### config.mk
export PLATFORM = sky130hd
export DESIGN_NAME = charger_availability_tracker_core
export DESIGN_NICKNAME = d
export VERILOG_FILES = /design/src/sv/cat_pkg.sv /design/src/sv/cat_conn_mem.sv /design/src/sv/charger_availability_tracker_core.sv
export SDC_FILE = /design/constraint.sdc
export NUM_CORES = 1
export LEC_CHECK = 0
export CELL_PAD_IN_SITES_DETAIL_PLACEMENT = 1
export CELL_PAD_IN_SITES_GLOBAL_PLACEMENT = 2
export CORE_MARGIN = 2
export CORE_UTILIZATION = 52
export DETAILED_ROUTE_END_ITERATION = 8
export DONT_BUFFER_PORTS = 1
export PLACE_DENSITY = 0.85
export SYNTH_ARGS = -nofsm -noshare
export SYNTH_HDL_FRONTEND = slang
export SYNTH_HIERARCHICAL = 1
export SYNTH_SLANG_ARGS = --single-unit
### constraint.sdc
create_clock -name clk -period 6.61 [get_ports clk]
set_clock_uncertainty 0.15 [all_clocks]
set_input_delay 0.3305 -clock clk [delete_from_list [all_inputs] [get_ports clk]]
set_output_delay 0.3305 -clock clk [all_outputs]
set_load 0.02 [all_outputs]
### src/sv/cat_pkg.sv
`timescale 1ns / 1ps
`default_nettype none
// ----------------------------------------------------------------------------
// cat_pkg
// Shared types and codes for the charger availability tracker: request and
// result layouts, connector table entry, command, level and error codes.
// ----------------------------------------------------------------------------
package cat_pkg;

    // Default sizing of the availability table.
    localparam int MAX_EVSES_DEF      = 8;
    localparam int MAX_CONNECTORS_DEF = 4;

    // Configuration port widths.
    localparam int CFG_INDEX_W = 1;
    localparam int CFG_DATA_W  = 24;

    // Configuration register indexes.
    localparam logic [CFG_INDEX_W-1:0] CFG_EVSE_COUNT       = 1'd0;
    localparam logic [CFG_INDEX_W-1:0] CFG_CONNECTOR_COUNTS = 1'd1;

    // Reset values of the configuration registers.
    localparam logic [3:0]  EVSE_COUNT_RST       = 4'd1;
    localparam logic [23:0] CONNECTOR_COUNTS_RST = 24'h249249;

    // Command codes; the two unused codes behave as a query.
    localparam logic [2:0] CMD_SET_OPER  = 3'd0;
    localparam logic [2:0] CMD_SET_OCC   = 3'd1;
    localparam logic [2:0] CMD_SET_RES   = 3'd2;
    localparam logic [2:0] CMD_SET_FAULT = 3'd3;
    localparam logic [2:0] CMD_QUERY     = 3'd4;
    localparam logic [2:0] CMD_CLEAR     = 3'd5;

    // Addressed level.
    localparam logic [1:0] LVL_STATION = 2'd0;
    localparam logic [1:0] LVL_EVSE    = 2'd1;
    localparam logic [1:0] LVL_CONN    = 2'd2;
    localparam logic [1:0] LVL_CONN_X  = 2'd3;

    // Error codes.
    localparam logic [1:0] ERR_OK   = 2'd0;
    localparam logic [1:0] ERR_EVSE = 2'd1;
    localparam logic [1:0] ERR_CONN = 2'd2;

    // Effective connector states.
    localparam logic [2:0] CST_AVAILABLE   = 3'd0;
    localparam logic [2:0] CST_OCCUPIED    = 3'd1;
    localparam logic [2:0] CST_RESERVED    = 3'd2;
    localparam logic [2:0] CST_UNAVAILABLE = 3'd3;
    localparam logic [2:0] CST_FAULTED     = 3'd4;

    typedef struct packed {
        logic [2:0] cmd;
        logic [1:0] level;
        logic [3:0] evse_id;
        logic [2:0] conn_id;
        logic       value;
    } request_t;

    typedef struct packed {
        logic [1:0] error;
        logic       individual_operative;
        logic       effective_operative;
        logic [2:0] connector_state;
        logic       changed;
    } result_t;

    // One connector entry: own flags plus the last acknowledged state.
    typedef struct packed {
        logic       oper;
        logic       fault;
        logic       occ;
        logic       res;
        logic [2:0] ack;
    } conn_entry_t;

    localparam conn_entry_t CONN_ENTRY_RST = '{
        oper:  1'b1,
        fault: 1'b0,
        occ:   1'b0,
        res:   1'b0,
        ack:   CST_AVAILABLE
    };

    typedef enum logic {
        ST_IDLE,
        ST_EXEC
    } state_t;

endpackage
`default_nettype wire

### src/sv/cat_conn_mem.sv
`timescale 1ns / 1ps
`default_nettype none
// ----------------------------------------------------------------------------
// cat_conn_mem
// Connector table: one synchronous memory with a registered read, per-entry
// valid bits so that unwritten entries read as the reset entry, and a
// write-first bypass when the read and write hit the same entry.
// ----------------------------------------------------------------------------
module cat_conn_mem #(
    parameter int DEPTH = cat_pkg::MAX_EVSES_DEF * cat_pkg::MAX_CONNECTORS_DEF,
    parameter int AW    = (DEPTH > 1) ? $clog2(DEPTH) : 1
) (
    input  wire                  clk,
    input  wire                  rst_n,
    input  wire [AW-1:0]         rd_addr,
    output cat_pkg::conn_entry_t rd_data,
    input  wire                  wr_en,
    input  wire [AW-1:0]         wr_addr,
    input  cat_pkg::conn_entry_t wr_data
);

    cat_pkg::conn_entry_t mem [DEPTH];
    logic [DEPTH-1:0]     valid_reg;
    cat_pkg::conn_entry_t rd_data_reg;
    logic                 rd_valid_reg;
    logic                 bypass;

    assign bypass = wr_en && (wr_addr == rd_addr);

    // Memory write port.
    always_ff @(posedge clk)
    begin
        if (wr_en)
        begin
            mem[wr_addr] <= wr_data;
        end
    end

    // Registered read, taking the entry being written in the same cycle.
    always_ff @(posedge clk)
    begin
        rd_data_reg <= bypass ? wr_data : mem[rd_addr];
    end

    // Valid bits mark entries written since reset.
    always_ff @(posedge clk or negedge rst_n)
    begin
        if (!rst_n)
        begin
            valid_reg    <= '0;
            rd_valid_reg <= 1'b0;
        end
        else
        begin
            if (wr_en)
            begin
                valid_reg[wr_addr] <= 1'b1;
            end
            rd_valid_reg <= bypass || valid_reg[rd_addr];
        end
    end

    assign rd_data = rd_valid_reg ? rd_data_reg : cat_pkg::CONN_ENTRY_RST;

endmodule
`default_nettype wire

### src/sv/charger_availability_tracker_core.sv
`timescale 1ns / 1ps
`default_nettype none
// The result of an accepted request is registered and shown for one cycle
// with done high. A new request is accepted only once the last is through,
// as the registered read of the connector table is followed by its
// write-back; busy is high for the cycle between. Results cannot be
// stalled. Reset (rst_n low, asynchronous) marks every entry operative and
// available and restores the configuration registers to their defaults.
// ----------------------------------------------------------------------------
// charger_availability_tracker_core
// Three-level availability table (station, EVSE, connector) with set,
// query and acknowledge requests and effective status reporting.
// ----------------------------------------------------------------------------
module charger_availability_tracker_core #(
    parameter int MAX_EVSES      = cat_pkg::MAX_EVSES_DEF,
    parameter int MAX_CONNECTORS = cat_pkg::MAX_CONNECTORS_DEF
) (
    input  wire                                clk,
    input  wire                                rst_n,
    input  wire                                start,
    output logic                               busy,
    input  cat_pkg::request_t                  request,
    output logic                               done,
    output cat_pkg::result_t                   result,
    input  wire                                cfg_valid,
    output logic                               cfg_ready,
    input  wire [cat_pkg::CFG_INDEX_W-1:0]     cfg_index,
    input  wire [cat_pkg::CFG_DATA_W-1:0]      cfg_data
);

    localparam int DEPTH = MAX_EVSES * MAX_CONNECTORS;
    localparam int AW    = (DEPTH > 1) ? $clog2(DEPTH) : 1;
    localparam int EW    = (MAX_EVSES > 1) ? $clog2(MAX_EVSES) : 1;
    localparam logic [4:0] EVSE_MAX    = 5'(MAX_EVSES);
    localparam logic [2:0] CONN_MAX    = 3'(MAX_CONNECTORS);
    localparam logic [7:0] CONN_STRIDE = 8'(MAX_CONNECTORS);

    // Configuration registers.
    logic [3:0]  evse_count_reg;
    logic [23:0] connector_counts_reg;

    // Station and EVSE status flops.
    logic                 station_oper_reg, station_oper_next;
    logic                 station_ack_reg, station_ack_next;
    logic [MAX_EVSES-1:0] evse_oper_reg, evse_oper_next;
    logic [MAX_EVSES-1:0] evse_ack_reg, evse_ack_next;

    // Sequencer and latched request.
    cat_pkg::state_t state_reg, state_next;
    logic [2:0]      cmd_reg;
    logic [1:0]      lvl_reg;
    logic [1:0]      err_reg;
    logic [EW-1:0]   ei_reg;
    logic [AW-1:0]   addr_reg;
    logic            value_reg;

    logic             done_reg, done_next;
    cat_pkg::result_t result_reg, result_next;

    // Decode signals.
    logic          accept;
    logic [1:0]    lvl_dec;
    logic [3:0]    e_m1;
    logic [2:0]    c_m1;
    logic [5:0]    shift_amt;
    logic [23:0]   counts_shifted;
    logic [2:0]    conn_limit;
    logic [4:0]    evse_limit;
    logic          evse_bad;
    logic          conn_bad;
    logic [1:0]    err_dec;
    logic [EW-1:0] ei_dec;
    logic [AW-1:0] addr_dec;

    // Table interface.
    cat_pkg::conn_entry_t rd_entry;
    cat_pkg::conn_entry_t wr_entry;
    logic                 wr_en;

    assign busy      = (state_reg == cat_pkg::ST_EXEC);
    assign accept    = start && !busy;
    assign cfg_ready = 1'b1;
    assign done      = done_reg;
    assign result    = result_reg;

    // Configuration writes.
    always_ff @(posedge clk or negedge rst_n)
    begin
        if (!rst_n)
        begin
            evse_count_reg       <= cat_pkg::EVSE_COUNT_RST;
            connector_counts_reg <= cat_pkg::CONNECTOR_COUNTS_RST;
        end
        else if (cfg_valid && cfg_ready)
        begin
            case (cfg_index)
                cat_pkg::CFG_EVSE_COUNT:       evse_count_reg       <= cfg_data[3:0];
                cat_pkg::CFG_CONNECTOR_COUNTS: connector_counts_reg <= cfg_data;
                default:                       ;
            endcase
        end
    end

    // Request decode: effective level, identifier checks and table address.
    always_comb
    begin
        lvl_dec = request.level;
        if ((request.cmd == cat_pkg::CMD_SET_OCC) || (request.cmd == cat_pkg::CMD_SET_RES)
            || (request.cmd == cat_pkg::CMD_SET_FAULT) || (request.level == cat_pkg::LVL_CONN_X))
        begin
            lvl_dec = cat_pkg::LVL_CONN;
        end

        e_m1 = request.evse_id - 4'd1;
        c_m1 = request.conn_id - 3'd1;

        // Counts beyond the packed word shift out to zero.
        shift_amt      = 6'(e_m1) * 6'd3;
        counts_shifted = connector_counts_reg >> shift_amt;
        conn_limit     = (counts_shifted[2:0] > CONN_MAX) ? CONN_MAX : counts_shifted[2:0];
        evse_limit     = ({1'b0, evse_count_reg} > EVSE_MAX) ? EVSE_MAX
                                                             : {1'b0, evse_count_reg};

        evse_bad = (request.evse_id == 4'd0) || ({1'b0, request.evse_id} > evse_limit);
        conn_bad = (request.conn_id == 3'd0) || (request.conn_id > conn_limit);

        if (lvl_dec == cat_pkg::LVL_STATION)
        begin
            err_dec = cat_pkg::ERR_OK;
        end
        else if (evse_bad)
        begin
            err_dec = cat_pkg::ERR_EVSE;
        end
        else if ((lvl_dec == cat_pkg::LVL_CONN) && conn_bad)
        begin
            err_dec = cat_pkg::ERR_CONN;
        end
        else
        begin
            err_dec = cat_pkg::ERR_OK;
        end

        ei_dec   = e_m1[EW-1:0];
        addr_dec = AW'(8'(e_m1) * CONN_STRIDE + 8'(c_m1));
    end

    // Latch the request at acceptance.
    always_ff @(posedge clk)
    begin
        if (accept)
        begin
            cmd_reg   <= request.cmd;
            lvl_reg   <= lvl_dec;
            err_reg   <= err_dec;
            ei_reg    <= ei_dec;
            addr_reg  <= addr_dec;
            value_reg <= request.value;
        end
    end

    // Connector table; the read at acceptance lands in the execute cycle.
    cat_conn_mem #(
        .DEPTH (DEPTH),
        .AW    (AW)
    ) u_conn_mem (
        .clk     (clk),
        .rst_n   (rst_n),
        .rd_addr (addr_dec),
        .rd_data (rd_entry),
        .wr_en   (wr_en),
        .wr_addr (addr_reg),
        .wr_data (wr_entry)
    );

    // Execute: update the addressed level and form the result.
    always_comb
    begin
        logic       ev_oper;
        logic       ev_eff;
        logic [2:0] cst;

        state_next        = state_reg;
        station_oper_next = station_oper_reg;
        station_ack_next  = station_ack_reg;
        evse_oper_next    = evse_oper_reg;
        evse_ack_next     = evse_ack_reg;
        done_next         = 1'b0;
        result_next       = '0;
        wr_en             = 1'b0;
        wr_entry          = rd_entry;
        ev_oper           = 1'b0;
        ev_eff            = 1'b0;
        cst               = cat_pkg::CST_AVAILABLE;

        case (state_reg)
            cat_pkg::ST_IDLE:
            begin
                if (accept)
                begin
                    state_next = cat_pkg::ST_EXEC;
                end
            end

            cat_pkg::ST_EXEC:
            begin
                state_next = cat_pkg::ST_IDLE;
                done_next  = 1'b1;
                result_next.error = err_reg;
                if (err_reg == cat_pkg::ERR_OK)
                begin
                    case (lvl_reg)
                        cat_pkg::LVL_STATION:
                        begin
                            if (cmd_reg == cat_pkg::CMD_SET_OPER)
                            begin
                                station_oper_next = value_reg;
                            end
                            if (cmd_reg == cat_pkg::CMD_CLEAR)
                            begin
                                station_ack_next = station_oper_next;
                            end
                            result_next.individual_operative = station_oper_next;
                            result_next.effective_operative  = station_oper_next;
                            result_next.changed = station_oper_next != station_ack_next;
                        end

                        cat_pkg::LVL_EVSE:
                        begin
                            ev_oper = (cmd_reg == cat_pkg::CMD_SET_OPER) ? value_reg
                                                                         : evse_oper_reg[ei_reg];
                            ev_eff  = station_oper_reg & ev_oper;
                            evse_oper_next[ei_reg] = ev_oper;
                            if (cmd_reg == cat_pkg::CMD_CLEAR)
                            begin
                                evse_ack_next[ei_reg] = ev_eff;
                            end
                            result_next.individual_operative = ev_oper;
                            result_next.effective_operative  = ev_eff;
                            result_next.changed = ev_eff != evse_ack_next[ei_reg];
                        end

                        default:
                        begin
                            // Connector level: flag update, priority state, acknowledge.
                            case (cmd_reg)
                                cat_pkg::CMD_SET_OPER:  wr_entry.oper  = value_reg;
                                cat_pkg::CMD_SET_OCC:   wr_entry.occ   = value_reg;
                                cat_pkg::CMD_SET_RES:   wr_entry.res   = value_reg;
                                cat_pkg::CMD_SET_FAULT: wr_entry.fault = value_reg;
                                default:                ;
                            endcase
                            if (!station_oper_reg || !evse_oper_reg[ei_reg] || !wr_entry.oper)
                            begin
                                cst = cat_pkg::CST_UNAVAILABLE;
                            end
                            else if (wr_entry.fault)
                            begin
                                cst = cat_pkg::CST_FAULTED;
                            end
                            else if (wr_entry.occ)
                            begin
                                cst = cat_pkg::CST_OCCUPIED;
                            end
                            else if (wr_entry.res)
                            begin
                                cst = cat_pkg::CST_RESERVED;
                            end
                            else
                            begin
                                cst = cat_pkg::CST_AVAILABLE;
                            end
                            if (cmd_reg == cat_pkg::CMD_CLEAR)
                            begin
                                wr_entry.ack = cst;
                            end
                            wr_en = 1'b1;
                            result_next.individual_operative = wr_entry.oper;
                            result_next.effective_operative  =
                                (cst != cat_pkg::CST_UNAVAILABLE) && (cst != cat_pkg::CST_FAULTED);
                            result_next.connector_state = cst;
                            result_next.changed         = cst != wr_entry.ack;
                        end
                    endcase
                end
            end

            default:
            begin
                state_next = cat_pkg::ST_IDLE;
            end
        endcase
    end

    // Control and status flops.
    always_ff @(posedge clk or negedge rst_n)
    begin
        if (!rst_n)
        begin
            state_reg        <= cat_pkg::ST_IDLE;
            station_oper_reg <= 1'b1;
            station_ack_reg  <= 1'b1;
            evse_oper_reg    <= '1;
            evse_ack_reg     <= '1;
            done_reg         <= 1'b0;
        end
        else
        begin
            state_reg        <= state_next;
            station_oper_reg <= station_oper_next;
            station_ack_reg  <= station_ack_next;
            evse_oper_reg    <= evse_oper_next;
            evse_ack_reg     <= evse_ack_next;
            done_reg         <= done_next;
        end
    end

    // Result payload.
    always_ff @(posedge clk)
    begin
        result_reg <= result_next;
    end

endmodule
`default_nettype wire
Yosys cells after proc, flatten, opt, wreduce, memory -nomap -nowiden

Memory sizes are Yosys's and may differ from the RTL's. A register that Yosys moved wholly into a read port is not among the register bits.
Index checks and enable logic that the tools add are counted.

Register bits: 105
Memory bits (writable): 224
Input bits: 42
Output and inout bits: 11
Logic and storage cells: 161
Memories kept: 1

Add/sub/neg operators: 3
Multipliers: 1
Magnitude comparators: 9
Equality and inequality tests: 16
Shift-type cells: 1
Muxes and demuxes: 71
Bitwise operators: 5
Reductions and logical operators: 32

Memory list:

| name           | words | bits a word | rd ports | clocked after Yosys merged registers in | write ports | line               | text |
|---|---|---|---|---|---|---|---|
| u_conn_mem.mem | 32    | 7           | 1        | 1                                       | 1           | cat_conn_mem.sv:22 | `cat_pkg::conn_entry_t mem [DEPTH];` |

Operators by type and width:

| cell                | number |
|---|---|
| $mux 1              | 38 |
| $mux 8              | 4 |
| $or 32x32->32       | 1 |
| $mux 3              | 10 |
| $mux 7              | 4 |
| $shr 24x6->3        | 1 |
| $bwmux 8            | 2 |
| $eq 3x2->1 const B  | 4 |
| $lt 5x6->1 const B  | 2 |
| $logic_or 1x1->1    | 8 |
| $mux 2              | 4 |
| $bmux 1 s3          | 2 |
| $eq 3x1->1 const B  | 2 |
| $logic_and 1x1->1   | 6 |
| $logic_not 2->1     | 3 |
| $logic_not 3->1     | 2 |
| $mul 4x2->6 const B | 1 |
| $reduce_and 2->1    | 3 |
| $reduce_and 3->1    | 2 |
| $add 5x3->5         | 1 |
| $bmux 1 s5          | 1 |
| $demux 1 s5         | 1 |
| $eq 5x5->1          | 1 |
| $ge 5x1->1 const B  | 1 |
| other kinds (25)    | 34 |

Logic depth before layout (Yosys ltp)

Gate-level depths: netlist (run 1).

Depth after elaboration: 19
Mapped depth: 15
Gate-level depth less buffers: 13

Hierarchy

Netlist (run 1), hierarchy kept.

Modules (own cells, without submodules):

| module                            | times used | cells an instance | area each (um^2) | seq. area each (um^2) |
|---|---|---|---|---|
| cat_conn_mem                      | 1          | 521               | 10,396.2         | 7,652.3 |
| charger_availability_tracker_core | 1          | 315               | 3,752.3          | 1,875.5 |

Least setup slack after synthesis (run 1)

No wires, ideal clock.

Path kind: reg2reg
From: reg with a tool-made name
To: mem u_conn_mem/mem[0][1] in the netlist's numbering, data pin
Setup time: 0.454 ns
Arrival time: 3.638 ns
Required time: 6.006 ns
Path slack: 2.368 ns
Stages on the path, launching flop included: 12
Buffers on the path: 2
Clock period less this slack: 4.242 ns
Path through: dfxtp_1 > buf_6 > buf_12 > mux4_1 > mux2_2 > o221ai_1 > a31oi_1 > mux2i_1 > a22oi_1 > or2_2 > and2b_1 > o21ai_0

RTL lines:

| what             | line |
|---|---|
| end: declaration | cat_conn_mem.sv:22 |

==> results of run 1 <==
## final timing paths
| kind | start | end | slack (ns) | cells past startpoint |
|---|---|---|---|---|
| setup / recovery | flip-flop | u_conn_mem/mem[12][1] | 1.92 | 10 |
| hold / removal | cfg_valid | evse_count_reg[3] | 0.06 | 2 |
| setup reg to reg | flip-flop | u_conn_mem/mem[12][1] | 1.92 | 10 |
| hold reg to reg | u_conn_mem/valid_reg[26] | u_conn_mem/valid_reg[26] | 0.31 | 1 |
| max in group asynchronous | rst_n | evse_count_reg[0] | 5.67 | 2 |
| min in group asynchronous | rst_n | u_conn_mem/valid_reg[20] | 0.28 | 2 |
## layout by cell type (no fill, tap or decap), drive strengths merged, types with 6 or more instances in the layout
| cell | n |
|---|---|
| ha | 12 |
| nand3b | 12 |
| nand2 | 32 |
| mux2i | 18 |
| o22ai | 6 |
| or2 | 34 |
| dlygate4sd3 | 34 |
| o21ai | 10 |
| dfrtp | 54 |
| inv | 18 |
| edfxtp | 240 |
| clkbuf | 44 |
| buf | 10 |
| clkinv | 16 |
| a31oi | 7 |
| dfstp | 27 |
| dfxtp | 13 |
| nand3 | 7 |
| nor2 | 63 |
| nor2b | 11 |
| nand2b | 9 |
| mux2 | 77 |
| a22oi | 6 |
| xor2 | 6 |
| o221ai | 7 |
| mux4 | 64 |
## kinds of logic (layout without fill, tap and decap cells)
logic type	after synthesis	count (layout)	synth area share
flip-flops	334	334	0.673
AND/OR/NAND/NOR	195	195	0.0711
multiplexers	159	159	0.182
AO/OA/AOI/OAI	68	68	0.0348
buffers and inverters	59	126	0.0232
adder cells (fa/ha/maj)	12	12	0.0106
XOR/XNOR	8	8	0.00495
other	1	1	0.000265
## per-layer routing
layer / part of all wire / GRT usage / up-vias
li1: - / - / 3325
met1: 0.40 / 0.307 / 4000
met2: 0.52 / 0.426 / 208
met3: 0.049 / 0.0404 / 82
met4: 0.036 / 0.0918 / 0
met5: 0 / 0 / -
## synthesized netlist by cell type (2+ instances only)
cell      instances  area, um2
edfxtp_1        240       7210
mux2_2           77        867
nor2_1           63        236
dfrtp_1          54       1350
mux4_2           42        946
or2_2            34        213
nand2_1          32        120
dfstp_2          27        709
mux4_1           22        578
inv_1            18       67.6
mux2i_1          18        180
clkbuf_1         14       52.6
dfxtp_1          13        260
ha_1             12        150
nand3b_1         12       90.1
nor2b_1          11       68.8
buf_2             9       45.0
nand2b_1          9       56.3
o21ai_0           9       45.0
buf_4             8       60.1
a31oi_1           7       43.8
nand3_1           7       35.0
o221ai_1          7       61.3
a22oi_1           6       45.0
o22ai_1           6       37.5
xor2_1            6       52.6
a21oi_1           5       25.0
and2_1            5       31.3
nor3_1            5       25.0
a221oi_1          4       35.0
buf_6             4       45.0
a21o_1            3       22.5
nor3b_1           3       22.5
or3_1             3       18.8
or3b_2            3       26.3
a211o_1           2       17.5
a211oi_1          2       15.0
buf_1             2       7.51
buf_12            2       40.0
clkbuf_2          2       10.0
nor4b_1           2       17.5
o21a_1            2       15.0
xnor2_1           2       17.5
## stage by stage
| stage | utilization | instances | hold WS [ns] | worst slack, ns |
|---|---|---|---|---|
| 6_report | 0.593 | 1244 | 0.0581 | 1.92 |
| 5_1_grt | 0.593 | 1244 | 0.0678 | 1.63 |
| 4_1_cts | 0.593 | 1244 | 0.0374 | 1.90 |
| 3_5_place_dp | 0.538 | 1145 | -0.112 | 1.96 |
| 3_3_place_gp | 0.538 | 1145 | -0.111 | 2.24 |
| 2_1_floorplan | - | 836 | -0.115 | 2.37 |
## where the power goes
group | switching [W] | internal [W] | leakage [nW]
Sequential | 0.0000852 | 0.00239 | 3.29
Combinational | 0.000274 | 0.000225 | 1.93
Clock | 0.000781 | 0.00114 | 0.548
Total | 0.00114 | 0.00376 | 5.77
## cell type report
class                           count  area (um2)  area share
Tap cell                          341         427      0.0268
Multi-Input combinational cell    443        4320       0.272
Inverter                           18        67.6     0.00425
Clock buffer                       44         952      0.0599
Timing Repair Buffer               44         435      0.0274
Clock inverter                     20         166      0.0105
Sequential cell                   334        9530       0.600
==> impl_metrics.env, run 1 <==
export IMPL_ctsResizeCount=0
export IMPL_worst_slew_pin_slew_ns=1.26
export IMPL_max_freq_mhz=213
export IMPL_hpwl_mm=21.1
export IMPL_crit_family="compound AO/OA/AOI/OAI gates"
export IMPL_drc_errors=0
export IMPL_syn_avg_cell_area_um2=16.9
export IMPL_cpMaxStageDelayCell="o21ai_2"
export IMPL_core_mm2=0.0268
export IMPL_grt_pass1_wl_mm=51.3
export IMPL_grt_overflow_total=0
export IMPL_synth_main_ff_cell="edfxtp_1"
export IMPL_ctsRootBufferMaster="clkbuf_16"
export IMPL_async_flop_share=0.243
export IMPL_rsz0062_at_grt="false"
export IMPL_drv_cap=0
export IMPL_synth_seq_area_share=0.673
export IMPL_postRouteAntennaNets=0
export IMPL_cts_num_sinks=334
export IMPL_start_kind="flip-flop"
export IMPL_path_clk_slew_ns=0.06
export IMPL_gp_congestion=0.841
export IMPL_start_util=0.528
export IMPL_fin_crit_sh=0.710
export IMPL_nets=931
export IMPL_cts_buffers=36
export IMPL_grt_pass1_vias=8341
export IMPL_slowest_delay_ns=0.91
export IMPL_pwr_density_cell_mw_per_mm2=308
export IMPL_tns_ns=0
export IMPL_critPathKind="reg2reg"
export IMPL_status="finished clean"
export IMPL_vias_per_cell=6.12
export IMPL_hp_class="in2reg"
export IMPL_port_buffers=0
export IMPL_slew_violations=0
export IMPL_min_period_ns=4.69
export IMPL_cp_max_fo=32
export IMPL_syn_cell_area_mm2=0.0141
export IMPL_power_total_w=0.00490
export IMPL_cts_setup_buffers=0
export IMPL_ys_warnings_count=6
export IMPL_cts_max_level=2
export IMPL_drive_gt1_frac=0.276
export IMPL_gr_usage_all_layers=0.244
export IMPL_relSlewSlack=0.163
export IMPL_syn_num_nets=890
export IMPL_routed_wl_mm=33.7
export IMPL_antenna_found_initial=0
export IMPL_clkLatencyLatePin_ns=0.51
export IMPL_critPathArrivalTime_ns=4.68
export IMPL_area_growth_pct=12.4
export IMPL_ios=53
export IMPL_drt_pre_antenna_iters=5
export IMPL_die_w_um=169
export IMPL_largest_reg_flops=224
export IMPL_design_area_mm2=0.0159
export IMPL_peakVddDrop_mv=0.235
export IMPL_required_ns=6.59
export IMPL_cp_end_kind="flip-flop"
export IMPL_p_leak_nw=5.77
export IMPL_fp_dieArea_mm2=0.0285
export IMPL_antenna_cells=0
export IMPL_placed_cell_area_mm2=0.0144
export IMPL_worst_path_buf_inv=1
export IMPL_setup_viol=0
export IMPL_path_cells="buf_4, mux4_1, mux2_2, o221ai_1, a31oi_1, mux2i_1, a22oi_1, or2_2, and2b_1, o21ai_2"
export IMPL_cts_tree="done"
export IMPL_wl_per_cell_um=27.1
export IMPL_num_vias=7615
export IMPL_synth_cell_types=65
export IMPL_synth_edff_count=240
export IMPL_syn_instance_count=836
export IMPL_grt_max_degree=82
export IMPL_synth_seq_cells=334
export IMPL_final_hold_viol_count=0
export IMPL_cts_hold_buf=35
export IMPL_fill_cells=2360
export IMPL_first_iter_violations=642
export IMPL_clockBufferDepth=3
export IMPL_die_h_um=169
export IMPL_fp_row_count=60
No activity file was read; power rests on OpenSTA's default activity.
==> run 2: changes to the inputs <==
- CORE_UTILIZATION: 52 -> 48
- PLACE_DENSITY: 0.85 -> 0.79
- clock period: 6.61 -> 4.45 ns (I/O delays scaled with it)
==> run 2 against run 1 <==
Compared with the run above:
- register-to-register slack got worse by 1.5 ns
- global-route usage decreased by 2.0 points
- first-iteration DRC count decreased by 5.5%
- sequential power increased by 48%
- power increased by 50%
- fmax increased by 17%
- clock-buffer cell count decreased by 1
- combinational power increased by 56%
==> impl_metrics.env, run 2 (synthesized netlist as in run 1, its figures left out) <==
export IMPL_ctsRootBufferMaster="clkbuf_16"
export IMPL_multi_input_area_mm2=0.00432
export IMPL_register_area_mm2=0.00953
export IMPL_layout_setup_ws_ns=0.444
export IMPL_drv_cap=0
export IMPL_antenna_cells=0
export IMPL_die_w_um=176
export IMPL_slew_violations=0
export IMPL_ctsResizeCount=0
export IMPL_dp_slack_ns=0.486
export IMPL_cts_setup_buffers=0
export IMPL_final_hold_viol_count=0
export IMPL_drc_errors=0
export IMPL_first_iter_violations=607
export IMPL_hp_class="in2reg"
export IMPL_fill_cells=2663
export IMPL_timing_hold_ws_ns=0.0304
export IMPL_path_cells="buf_4, mux4_1, mux2_2, o221ai_1, a31oi_1, mux2i_1, a22oi_1, or2_2, and2b_1, o21ai_2, buf_4"
export IMPL_nets=974
export IMPL_slowest_delay_ns=0.79
export IMPL_largest_reg_flops=224
export IMPL_crit_family="compound AO/OA/AOI/OAI gates"
export IMPL_antenna_found_initial=0
export IMPL_fp_dieArea_mm2=0.0309
export IMPL_cts_max_level=2
export IMPL_max_freq_mhz=250
export IMPL_clkLatencyLatePin_ns=0.50
export IMPL_critPathKind="reg2reg"
export IMPL_final_common_cell="edfxtp_1"
export IMPL_tns_ns=0
export IMPL_critPathArrivalTime_ns=4.11
export IMPL_cts_buffers=36
export IMPL_clkPwrFrac=0.395
export IMPL_swShare=0.228
export IMPL_use_met3=0.0366
export IMPL_status="finished clean"
export IMPL_port_buffers=0
export IMPL_gp_congestion=0.761
export IMPL_area_growth_pct=15.3
export IMPL_p_leak_nw=6.01
export IMPL_grt_pass1_vias=8533
export IMPL_final_cell_mix="240 x edfxtp_1, 77 x mux2_2, 63 x nor2_1"
export IMPL_required_ns=4.55
export IMPL_die_h_um=176
export IMPL_top_usage_layer="met2"
export IMPL_grt_pass1_wl_mm=51.9
export IMPL_cts_tree="done"
export IMPL_drt_pre_antenna_iters=5
export IMPL_hpwl_mm=22.0
export IMPL_cellInternalPower_w=0.00567
export IMPL_path_clk_slew_ns=0.06
export IMPL_relSlewSlack=0.305
export IMPL_postRouteAntennaNets=0
export IMPL_peakVddDrop_mv=0.247
export IMPL_fp_row_count=62
export IMPL_vias_per_cell=5.82
export IMPL_cp_end_kind="flip-flop"
export IMPL_use_met2=0.374
export IMPL_grtUsageMet1=0.304
export IMPL_cts_num_sinks=334
export IMPL_drive_gt1_frac=0.304
export IMPL_seqPwrFrac=0.499
export IMPL_clockBufferDepth=3
export IMPL_rsz0062_at_grt="false"
export IMPL_grt_max_degree=82
export IMPL_worst_slew_pin_slew_ns=1.04
export IMPL_worst_path_buf_inv=2
export IMPL_power_switching_w=0.00168
export IMPL_cpMaxStageDelayCell="dfxtp_2"
export IMPL_grt_overflow_total=0
export IMPL_ios=53
export IMPL_cp_max_fo=32
export IMPL_start_util=0.490
export IMPL_wl_per_cell_um=25.1
export IMPL_cp_common_cell="buf_4"
export IMPL_num_vias=7736
export IMPL_core_mm2=0.0289
export IMPL_start_kind="flip-flop"
export IMPL_cts_hold_buf=41
export IMPL_min_period_ns=4.01
export IMPL_fin_crit_sh=0.900
export IMPL_pwr_density_cell_mw_per_mm2=450
export IMPL_setup_viol=0
export IMPL_gr_usage_all_layers=0.223
export IMPL_routed_wl_mm=33.4
export IMPL_comb_power_share=0.106
[run 2: cell count changes in the layout (fill, tap and decap cells not counted)]
cell,previous run,this run
clkbuf_1,7,5
clkinvlp_4,1,0
dlygate4sd3_1,34,40
bufinv_16,3,4
clkbuf_8,0,1
buf_4,9,46
[run 2: routing by layer]
| layer | share of wire | vias up |
|---|---|---|
| li1 | - | 3411 |
| met1 | 0.43 | 4108 |
| met2 | 0.50 | 163 |
| met3 | 0.043 | 54 |
| met4 | 0.025 | 0 |
| met5 | 0 | - |
[run 2: worst reg2reg max path: cells and delay by family, from the launching register on]
kind	cells	cell delay, ns
simple gates	2	0.52
buf+inv	2	0.67
mux	3	0.78
compound gates	4	0.82
flops	1	0.79
[run 2: final cells by class]
cell class              count  area share
inverters                  18     0.00414
flip-flops and latches    334       0.584
repair buffers             87      0.0474
well taps                 384      0.0294
clock buffers              43      0.0587
multi-input cells         443       0.265
clock inverters            20      0.0116
[run 2: metrics by stage]
step	std cells	area, um2	total power, W	util
global placement	1225	14700	0.00441	0.511
detailed placement	1225	14700	0.00446	0.511
finish	1329	16300	0.00735	0.565
floorplan	836	14100	0.00422	-
CTS	1329	16300	0.00741	0.565
global route	1329	16300	0.00762	0.565
[run 2: worst paths after layout]
| path | start | cells past startpoint | endpoint | slack [ns] |
|---|---|---|---|---|
| min | request[3] | 4 | err_reg[1] | 0.03 |
| max reg2reg | flip-flop | 11 | u_conn_mem/mem[8][1] | 0.44 |
| max in group asynchronous | rst_n | 2 | evse_ack_reg[2] | 3.63 |
| max | flip-flop | 11 | u_conn_mem/mem[8][1] | 0.44 |
| min reg2reg | u_conn_mem/valid_reg[30] | 1 | u_conn_mem/valid_reg[30] | 0.31 |
| min in group asynchronous | rst_n | 2 | connector_counts_reg[23] | 0.17 |
[run 2: power by group through the flow]
stage          Sequential (W)  Combinational (W)  Clock (W)
2_1_floorplan         0.00365           0.000568          0
4_1_cts               0.00367           0.000786    0.00296
5_1_grt               0.00368           0.000852    0.00308
3_3_place_gp          0.00372           0.000689          0
3_5_place_dp          0.00373           0.000728          0
6_report              0.00367           0.000780    0.00290
